$ cat config.mk
export PLATFORM = sky130hd
export DESIGN_NAME = spq_cell
export DESIGN_NICKNAME = d
export VERILOG_FILES = /design/src/hdl/sorted_priority_queue_assert.svh /design/src/hdl/spq_pkg.sv /design/src/hdl/spq_cell.sv
export SDC_FILE = /design/constraint.sdc
export NUM_CORES = 1
export LEC_CHECK = 0
export BUFFER_PORTS_ARGS = -buffer_cell sky130_fd_sc_hd__buf_2
export CORE_AREA = 2 2 115 117
export CTS_CLUSTER_SIZE = 10
export DETAILED_ROUTE_END_ITERATION = 6
export DIE_AREA = 0 0 117 119
export PLACE_DENSITY = 0.75
export SYNTH_ARGS = -nofsm -noshare
export SYNTH_HDL_FRONTEND = slang
export SYNTH_SLANG_ARGS = --single-unit
export TNS_END_PERCENT = 50
$ cat constraint.sdc
create_clock -name clk -period 4.9 [get_ports clk]
set_input_delay 0.245 -clock clk [delete_from_list [all_inputs] [get_ports clk]]
set_output_delay 0.245 -clock clk [all_outputs]
set_load 0.01 [all_outputs]
$ cat src/hdl/sorted_priority_queue_assert.svh
// Assertion macros used by the RTL
`ifndef SORTED_PRIORITY_QUEUE_ASSERT_SVH
`define SORTED_PRIORITY_QUEUE_ASSERT_SVH

// same-cycle implication
`define SPQ_ASSERT_NOW(label, clk, rst_n, ante, cons) \
	label: assert property (@(posedge clk) disable iff (!(rst_n)) (ante) |-> (cons)) \
		else $error("spq assertion failed");

// next-cycle implication
`define SPQ_ASSERT_NEXT(label, clk, rst_n, ante, cons) \
	label: assert property (@(posedge clk) disable iff (!(rst_n)) (ante) |=> (cons)) \
		else $error("spq assertion failed");

`endif

$ cat src/hdl/spq_pkg.sv
package spq_pkg;

	localparam logic [1:0] CMD_INSERT = 2'd0;
	localparam logic [1:0] CMD_REMOVE = 2'd1;
	localparam logic [1:0] CMD_REPORT = 2'd2;

	localparam logic [1:0] STAT_OK        = 2'd0;
	localparam logic [1:0] STAT_UNDERFLOW = 2'd1;
	localparam logic [1:0] STAT_FULL      = 2'd2;

	typedef struct packed {
		logic insert;
		logic remove;
		logic sel_lt;
	} spq_ctrl_t;

endpackage

$ cat src/hdl/spq_cell.sv
module spq_cell #(
	parameter int KEY_BITS    = 48,
	parameter int HANDLE_BITS = 9
) (
	input  logic                   clk,
	input  logic                   cmp_en,
	input  logic                   occ,
	input  logic [KEY_BITS-1:0]    new_key,
	input  logic [HANDLE_BITS-1:0] new_hnd,
	input  spq_pkg::spq_ctrl_t     ctrl,
	input  logic                   prev_below,
	input  logic [KEY_BITS-1:0]    prev_key,
	input  logic [HANDLE_BITS-1:0] prev_hnd,
	input  logic [KEY_BITS-1:0]    next_key,
	input  logic [HANDLE_BITS-1:0] next_hnd,
	output logic [KEY_BITS-1:0]    key,
	output logic [HANDLE_BITS-1:0] hnd,
	output logic                   lt,
	output logic                   le,
	output logic                   below,
	output logic [KEY_BITS-1:0]    key_nxt,
	output logic [HANDLE_BITS-1:0] hnd_nxt
);
	import spq_pkg::*;

	logic [KEY_BITS-1:0]    key_q;
	logic [HANDLE_BITS-1:0] hnd_q;
	logic                   lt_q;
	logic                   le_q;

	always_ff @(posedge clk) begin
		if (cmp_en) begin
			lt_q <= occ && (key_q < new_key);
			le_q <= occ && (key_q <= new_key);
		end
	end

	always_comb begin
		below   = ctrl.sel_lt ? lt_q : le_q;
		key_nxt = key_q;
		hnd_nxt = hnd_q;
		if (ctrl.remove) begin
			key_nxt = next_key;
			hnd_nxt = next_hnd;
		end else if (ctrl.insert && !below) begin
			if (prev_below) begin
				key_nxt = new_key;
				hnd_nxt = new_hnd;
			end else begin
				key_nxt = prev_key;
				hnd_nxt = prev_hnd;
			end
		end
	end

	always_ff @(posedge clk) begin
		key_q <= key_nxt;
		hnd_q <= hnd_nxt;
	end

	assign key = key_q;
	assign hnd = hnd_q;
	assign lt  = lt_q;
	assign le  = le_q;

endmodule

==> results of run 1 <==
[report_power, final]
part           internal, mW  total [mW]  switching (mW)
Sequential            0.540       0.583          0.0428
Clock                 0.418       0.639           0.221
Combinational         0.245       0.546           0.300
[synthesized netlist by cell type, drive strengths merged, types with 2 or more instances]
cell | count | area share (%)
inv | 52 | 4.7
clkbuf | 25 | 2.3
nand2 | 62 | 5.6
buf | 7 | 0.96
nand3 | 8 | 0.96
mux2i | 57 | 14
or2 | 2 | 0.30
o21ai | 59 | 7.1
nand4 | 11 | 1.7
nor3 | 3 | 0.48
edfxtp | 2 | 1.4
a21oi | 74 | 8.9
and3 | 2 | 0.30
o211ai | 2 | 0.36
a211oi | 2 | 0.48
dfxtp | 57 | 27
nor2 | 57 | 5.1
ha | 48 | 14
a21o | 6 | 1.1
[registers in the layout, summed over array words and instances (netlist names)]
signal / count
hnd: 9
key: 48
le: 1
lt: 1
[area by class of cell]
type | instances | area [um^2]
Multi-Input combinational cell | 405 | 2630
Tap cell | 176 | 220
Clock buffer | 13 | 260
Fill cell | 1279 | 6850
Timing Repair Buffer | 295 | 1480
Clock inverter | 2 | 35.0
Inverter | 52 | 195
Sequential cell | 59 | 1200
[per-layer routing]
metal / wire, um / part of all wire [%] / track usage [%] / vias to the layer above
li1: - / - / - / 2448
met5: 0 / 0 / 0 / -
met3: 873 / 6.5 / 3.26 / 21
met4: 337 / 2.5 / 8.24 / 0
met2: 6700 / 50 / 33.2 / 203
met1: 5560 / 41 / 21.8 / 2109
[worst paths after layout]
kind / end / slack (ns) / cells past startpoint
min: key[23]$_DFF_P_ / 0.14 / 3
min reg2reg: hnd[3]$_DFF_P_ / 0.56 / 2
max: hnd_nxt[7] / 2.12 / 7
max reg2reg: le$_DFFE_PP_ / 2.57 / 7
[per-stage QoR]
stage                     hold WS, ns  total power, mW  setup slack [ns]  area [um^2]
after floorplan                 0.357            0.896              2.76         4160
after global placement          0.467             1.13              2.41         5730
after detailed placement        0.474             1.14              2.38         5730
after CTS                       0.126             1.79              2.06         6030
after global routing            0.142             1.88              1.90         6030
final                           0.140             1.77              2.12         6030
[logic make-up (layout without fill, tap and decap cells)]
logic type,after synthesis,count (layout),synth area share (%)
buffers and inverters,84,362,7.91
AND/OR/NAND/NOR,149,149,15.2
multiplexers,58,58,14.0
flip-flops,59,59,28.9
AO/OA/AOI/OAI,150,150,19.5
adder cells (fa/ha/maj),48,48,14.4
[critical path, delay by kind of cell (launching register included)]
kind | cells | cell delay (ns)
AOI/OAI and AO/OA | 2 | 0.29
buffers and inverters | 2 | 0.57
DFF | 1 | 0.38
muxes | 1 | 0.32
and+or+nand+nor | 2 | 0.59
==> impl_metrics.env, run 1 <==
export IMPL_status="finished clean"
export IMPL_placed_cells=987
export IMPL_power_per_cell_area_nw_per_um2=293
export IMPL_final_cell_mix="buf_2 (292), a21oi_1 (74), nand2_1 (62)"
export IMPL_final_common_cell="buf_2"
export IMPL_cpPeakStageDelay_ns=0.43
export IMPL_final_cells=1002
export IMPL_r2r_start="key[46]$_DFF_P_"
export IMPL_final_setup_viol_count=0
export IMPL_io_buffers=294
export IMPL_cts_buffers=9
export IMPL_final_util_pct=46.8
export IMPL_pin_count=295
export IMPL_synth_edf_count=2
export IMPL_drc=0
export IMPL_tritoncts="yes"
export IMPL_nNetsFinal=1048
export IMPL_clockRootBuffer="clkbuf_16"
export IMPL_path_class="flop to output port"
export IMPL_postCtsSetupBuffers=0
export IMPL_clk_pin_slew_ns=0.05
export IMPL_min_period_over_period_pct=56.8
export IMPL_die_area_um2=13900
export IMPL_hold_viol=0
export IMPL_finalCriticalPeriod_ns=2.78
export IMPL_place_hpwl_um=10700
export IMPL_cts_buffer_depth=2
export IMPL_wl_um=13500
export IMPL_max_freq_mhz=359
export IMPL_synth_fp_nets=774
export IMPL_die_y_um=119
export IMPL_maxCapViolations=0
export IMPL_initial_core_util_pct=32.3
export IMPL_clock_sinks=59
export IMPL_die_x_um=117
export IMPL_path_max_fanout=58
export IMPL_drive_gt1_share_pct=37.9
export IMPL_ys_types=37
export IMPL_first_global_vias=4388
export IMPL_synth_seq_area_share_pct=28.9
export IMPL_overflow=0
export IMPL_grt_use_total_pct=18.8
export IMPL_cp_slowest_cell="or2_4"
export IMPL_ys_ff_latch=59
export IMPL_grt_start_max_net_pins=115
export IMPL_crit_arrival_ns=2.54
export IMPL_gp_congestion=0.827
export IMPL_yosysWarnings=0
export IMPL_critPathLaunchType="flop"
export IMPL_drt_initial_drc_count=177
export IMPL_htree_levels=3
export IMPL_peakVddDrop_mv=0.119
export IMPL_areaGrowthSynthToFinish_pct=44.9
export IMPL_antenna_found_initial=0
export IMPL_tns_ns=0
export IMPL_synthFlopType="dfxtp_1"
export IMPL_synth_area_per_cell_um2=7.59
export IMPL_syn_instance_count=548
export IMPL_wl_per_cell_um=13.4
export IMPL_critPathCaptureType="output port"
export IMPL_drv_slew=0
export IMPL_ant_nets=0
export IMPL_core_region_area_um2=12900
export IMPL_slew_headroom_pct=30.7
export IMPL_rsz0062_at_grt="false"
export IMPL_cp_required_ns=4.66
export IMPL_rows=42
export IMPL_hold_class="input pin to flop"
export IMPL_ctsResizeCount=0
export IMPL_grt_pass1_wl_um=20700
export IMPL_clock_latency_ns=0.33
export IMPL_vias=4781
export IMPL_worstPathCellList="mux2_1, or2_4, buf_4, nor2_1, a21oi_1, o21ai_0, buf_2"
export IMPL_crit_start="lt$_DFFE_PP_"
export IMPL_synth_area_um2=4160
export IMPL_antenna_cells=0
export IMPL_hold_start="next_key[23]"
export IMPL_tightestPinTransition_ns=1.04
export IMPL_leakage_nw=3.40
export IMPL_clock_skew_ns=0.00888
export IMPL_first_pass_iters=4
export IMPL_ctsHoldBuffers=0
export IMPL_drt_vias_per_instance=4.77
export IMPL_postSynth_asyncResetShare_pct=0
Note: power is estimated with default switching activity, not from simulation.
==> run 2: changes to the inputs <==
==> constraint.sdc (replaced) <==
create_clock -name clk -period 2.7 [get_ports clk]
set_input_delay 0.135 -clock clk [delete_from_list [all_inputs] [get_ports clk]]
set_output_delay 0.135 -clock clk [all_outputs]
set_load 0.01 [all_outputs]
==> run 2 against run 1 <==
Compared with the run above:
- worst setup slack got worse by 1.9 ns
- clock-buffer cell count shrank 2
- core utilization grew 0.93 points
- first-iteration DRC count is 9.0% higher
- critical path type unchanged
- largest power group unchanged
- highest routed layer unchanged
==> impl_metrics.env, run 2 (synthesized netlist as in run 1, its figures left out) <==
export IMPL_grt_use_total_pct=19.1
export IMPL_grtUsageMet2_pct=34.4
export IMPL_path_max_fanout=32
export IMPL_power_switching_mw=1.06
export IMPL_io_buffers=294
export IMPL_wl_per_cell_um=14.2
export IMPL_drv_slew=0
export IMPL_finalCriticalPeriod_ns=2.53
export IMPL_die_x_um=117
export IMPL_cp_slowest_cell="or2_2"
export IMPL_path_buf_inv=1
export IMPL_initial_core_util_pct=32.3
export IMPL_cpPeakStageDelay_ns=0.61
export IMPL_areaGrowthSynthToFinish_pct=47.8
export IMPL_pin_count=295
export IMPL_critPathTopFamily="simple AND/OR/NAND/NOR gates"
export IMPL_clock_sinks=59
export IMPL_cts_buffer_depth=2
export IMPL_final_setup_viol_count=0
export IMPL_min_period_over_period_pct=93.7
export IMPL_ctsResizeCount=0
export IMPL_place_area_um2=5810
export IMPL_clockRootBuffer="clkbuf_16"
export IMPL_ant_nets=0
export IMPL_slew_headroom_pct=51.2
export IMPL_antenna_cells=0
export IMPL_drc=0
export IMPL_tritoncts="yes"
export IMPL_dpl_worst_slack_ns=0.396
export IMPL_hold_viol=0
export IMPL_grt_pass1_wl_um=21000
export IMPL_largest_reg_flops=48
export IMPL_gr_max_usage_layer="met2"
export IMPL_combPwrFrac_pct=30.3
export IMPL_final_util_pct=47.7
export IMPL_wl_um=14300
export IMPL_tightestPinTransition_ns=0.732
export IMPL_leakage_nw=3.46
export IMPL_ctsHoldBuffers=0
export IMPL_fillers=1314
export IMPL_first_pass_iters=4
export IMPL_path_class="flop to output port"
export IMPL_drt_vias_per_instance=4.86
export IMPL_gp_congestion=0.828
export IMPL_critPathLaunchType="flop"
export IMPL_final_common_cell="buf_2"
export IMPL_grt_start_max_net_pins=66
export IMPL_p_sw_share_pct=31.6
export IMPL_grtUsageMet3_pct=4.22
export IMPL_tns_ns=0
export IMPL_layout_setup_ws_ns=0.170
export IMPL_rsz0062_at_grt="false"
export IMPL_whs_ns=0.0214
export IMPL_vias=4906
export IMPL_final_cell_mix="buf_2 (292), a21oi_1 (74), nand2_1 (62)"
export IMPL_overflow=0
export IMPL_maxCapViolations=0
export IMPL_nNetsFinal=1055
export IMPL_drt_initial_drc_count=193
export IMPL_internal_power_mw=2.29
export IMPL_cts_buffers=9
export IMPL_die_area_um2=13900
export IMPL_place_hpwl_um=11200
export IMPL_finalInstanceArea_um2=6150
export IMPL_cp_required_ns=2.57
export IMPL_grt_use_met1_pct=21.6
export IMPL_core_region_area_um2=12900
export IMPL_critPathCaptureType="output port"
export IMPL_clk_pin_slew_ns=0.05
export IMPL_drive_gt1_share_pct=38.7
export IMPL_htree_levels=3
export IMPL_power_per_cell_area_nw_per_um2=545
export IMPL_r2r_start="key[46]$_DFF_P_"
export IMPL_rows=42
export IMPL_status="finished clean"
export IMPL_clock_latency_ns=0.34
export IMPL_clock_skew_ns=0.00553
export IMPL_antenna_found_initial=0
export IMPL_postCtsSetupBuffers=0
export IMPL_worstPathCellList="mux2_1, or2_2, nor2_1, a21oi_1, o21ai_0, buf_2"
export IMPL_crit_arrival_ns=2.39
export IMPL_die_y_um=119
export IMPL_hold_start="cmp_en"
export IMPL_clock_power_share_pct=38.0
export IMPL_pwr_share_seq_pct=31.6
export IMPL_max_freq_mhz=395
export IMPL_crit_start="lt$_DFFE_PP_"
export IMPL_hold_class="input pin to flop"
export IMPL_first_global_vias=4518
export IMPL_peakVddDrop_mv=0.275
run 2: cell types whose count changed in the layout (fill, tap and decap cells not counted), sizes merged:
cell / delta
or2: +2
buf: +5
clkinv: +2
bufinv: +1
clkbuf: -2
run 2: path summary, 6_finish.rpt:
check	slack [ns]	cells past startpoint	end
worst max-delay path	0.17	6	key_nxt[5]
worst min-delay path	0.02	1	le$_DFFE_PP_
worst max register to register	0.46	7	le$_DFFE_PP_
worst min register to register	0.56	2	hnd[3]$_DFF_P_
run 2: routing by layer:
layer | wire length, um | share of wire [%]
met1 | 5810 | 41
met2 | 7190 | 50
met3 | 1030 | 7.2
met4 | 286 | 2.0
met5 | 0 | 0
run 2: layout make-up:
| class | instances | area (um^2) | share of cell area (%) |
|---|---|---|---|
| clock buffer | 11 | 253 | 4.11 |
| sequential | 59 | 1200 | 19.5 |
| multi-input combinational | 407 | 2640 | 43.0 |
| timing repair buffer | 300 | 1560 | 25.4 |
| clock inverter | 5 | 75.1 | 1.22 |
| inverter | 52 | 195 | 3.18 |
| tap | 176 | 220 | 3.58 |
run 2: power by group through the flow:
| stage | clock [mW] | combinational (mW) | sequential, mW |
|---|---|---|---|
| 3_5_place_dp | 0 | 1.01 | 1.08 |
| 5_1_grt | 1.34 | 1.14 | 1.07 |
| 3_3_place_gp | 0 | 1.00 | 1.07 |
| 2_1_floorplan | 0 | 0.516 | 1.11 |
| 6_report | 1.27 | 1.02 | 1.06 |
| 4_1_cts | 1.30 | 1.02 | 1.06 |
run 2: per-stage QoR:
| step | std cells | power, mW |
|---|---|---|
| 2_1_floorplan | 548 | 1.63 |
| 3_3_place_gp | 992 | 2.07 |
| 3_5_place_dp | 992 | 2.09 |
| 4_1_cts | 1008 | 3.38 |
| 5_1_grt | 1010 | 3.56 |
| 6_report | 1010 | 3.35 |
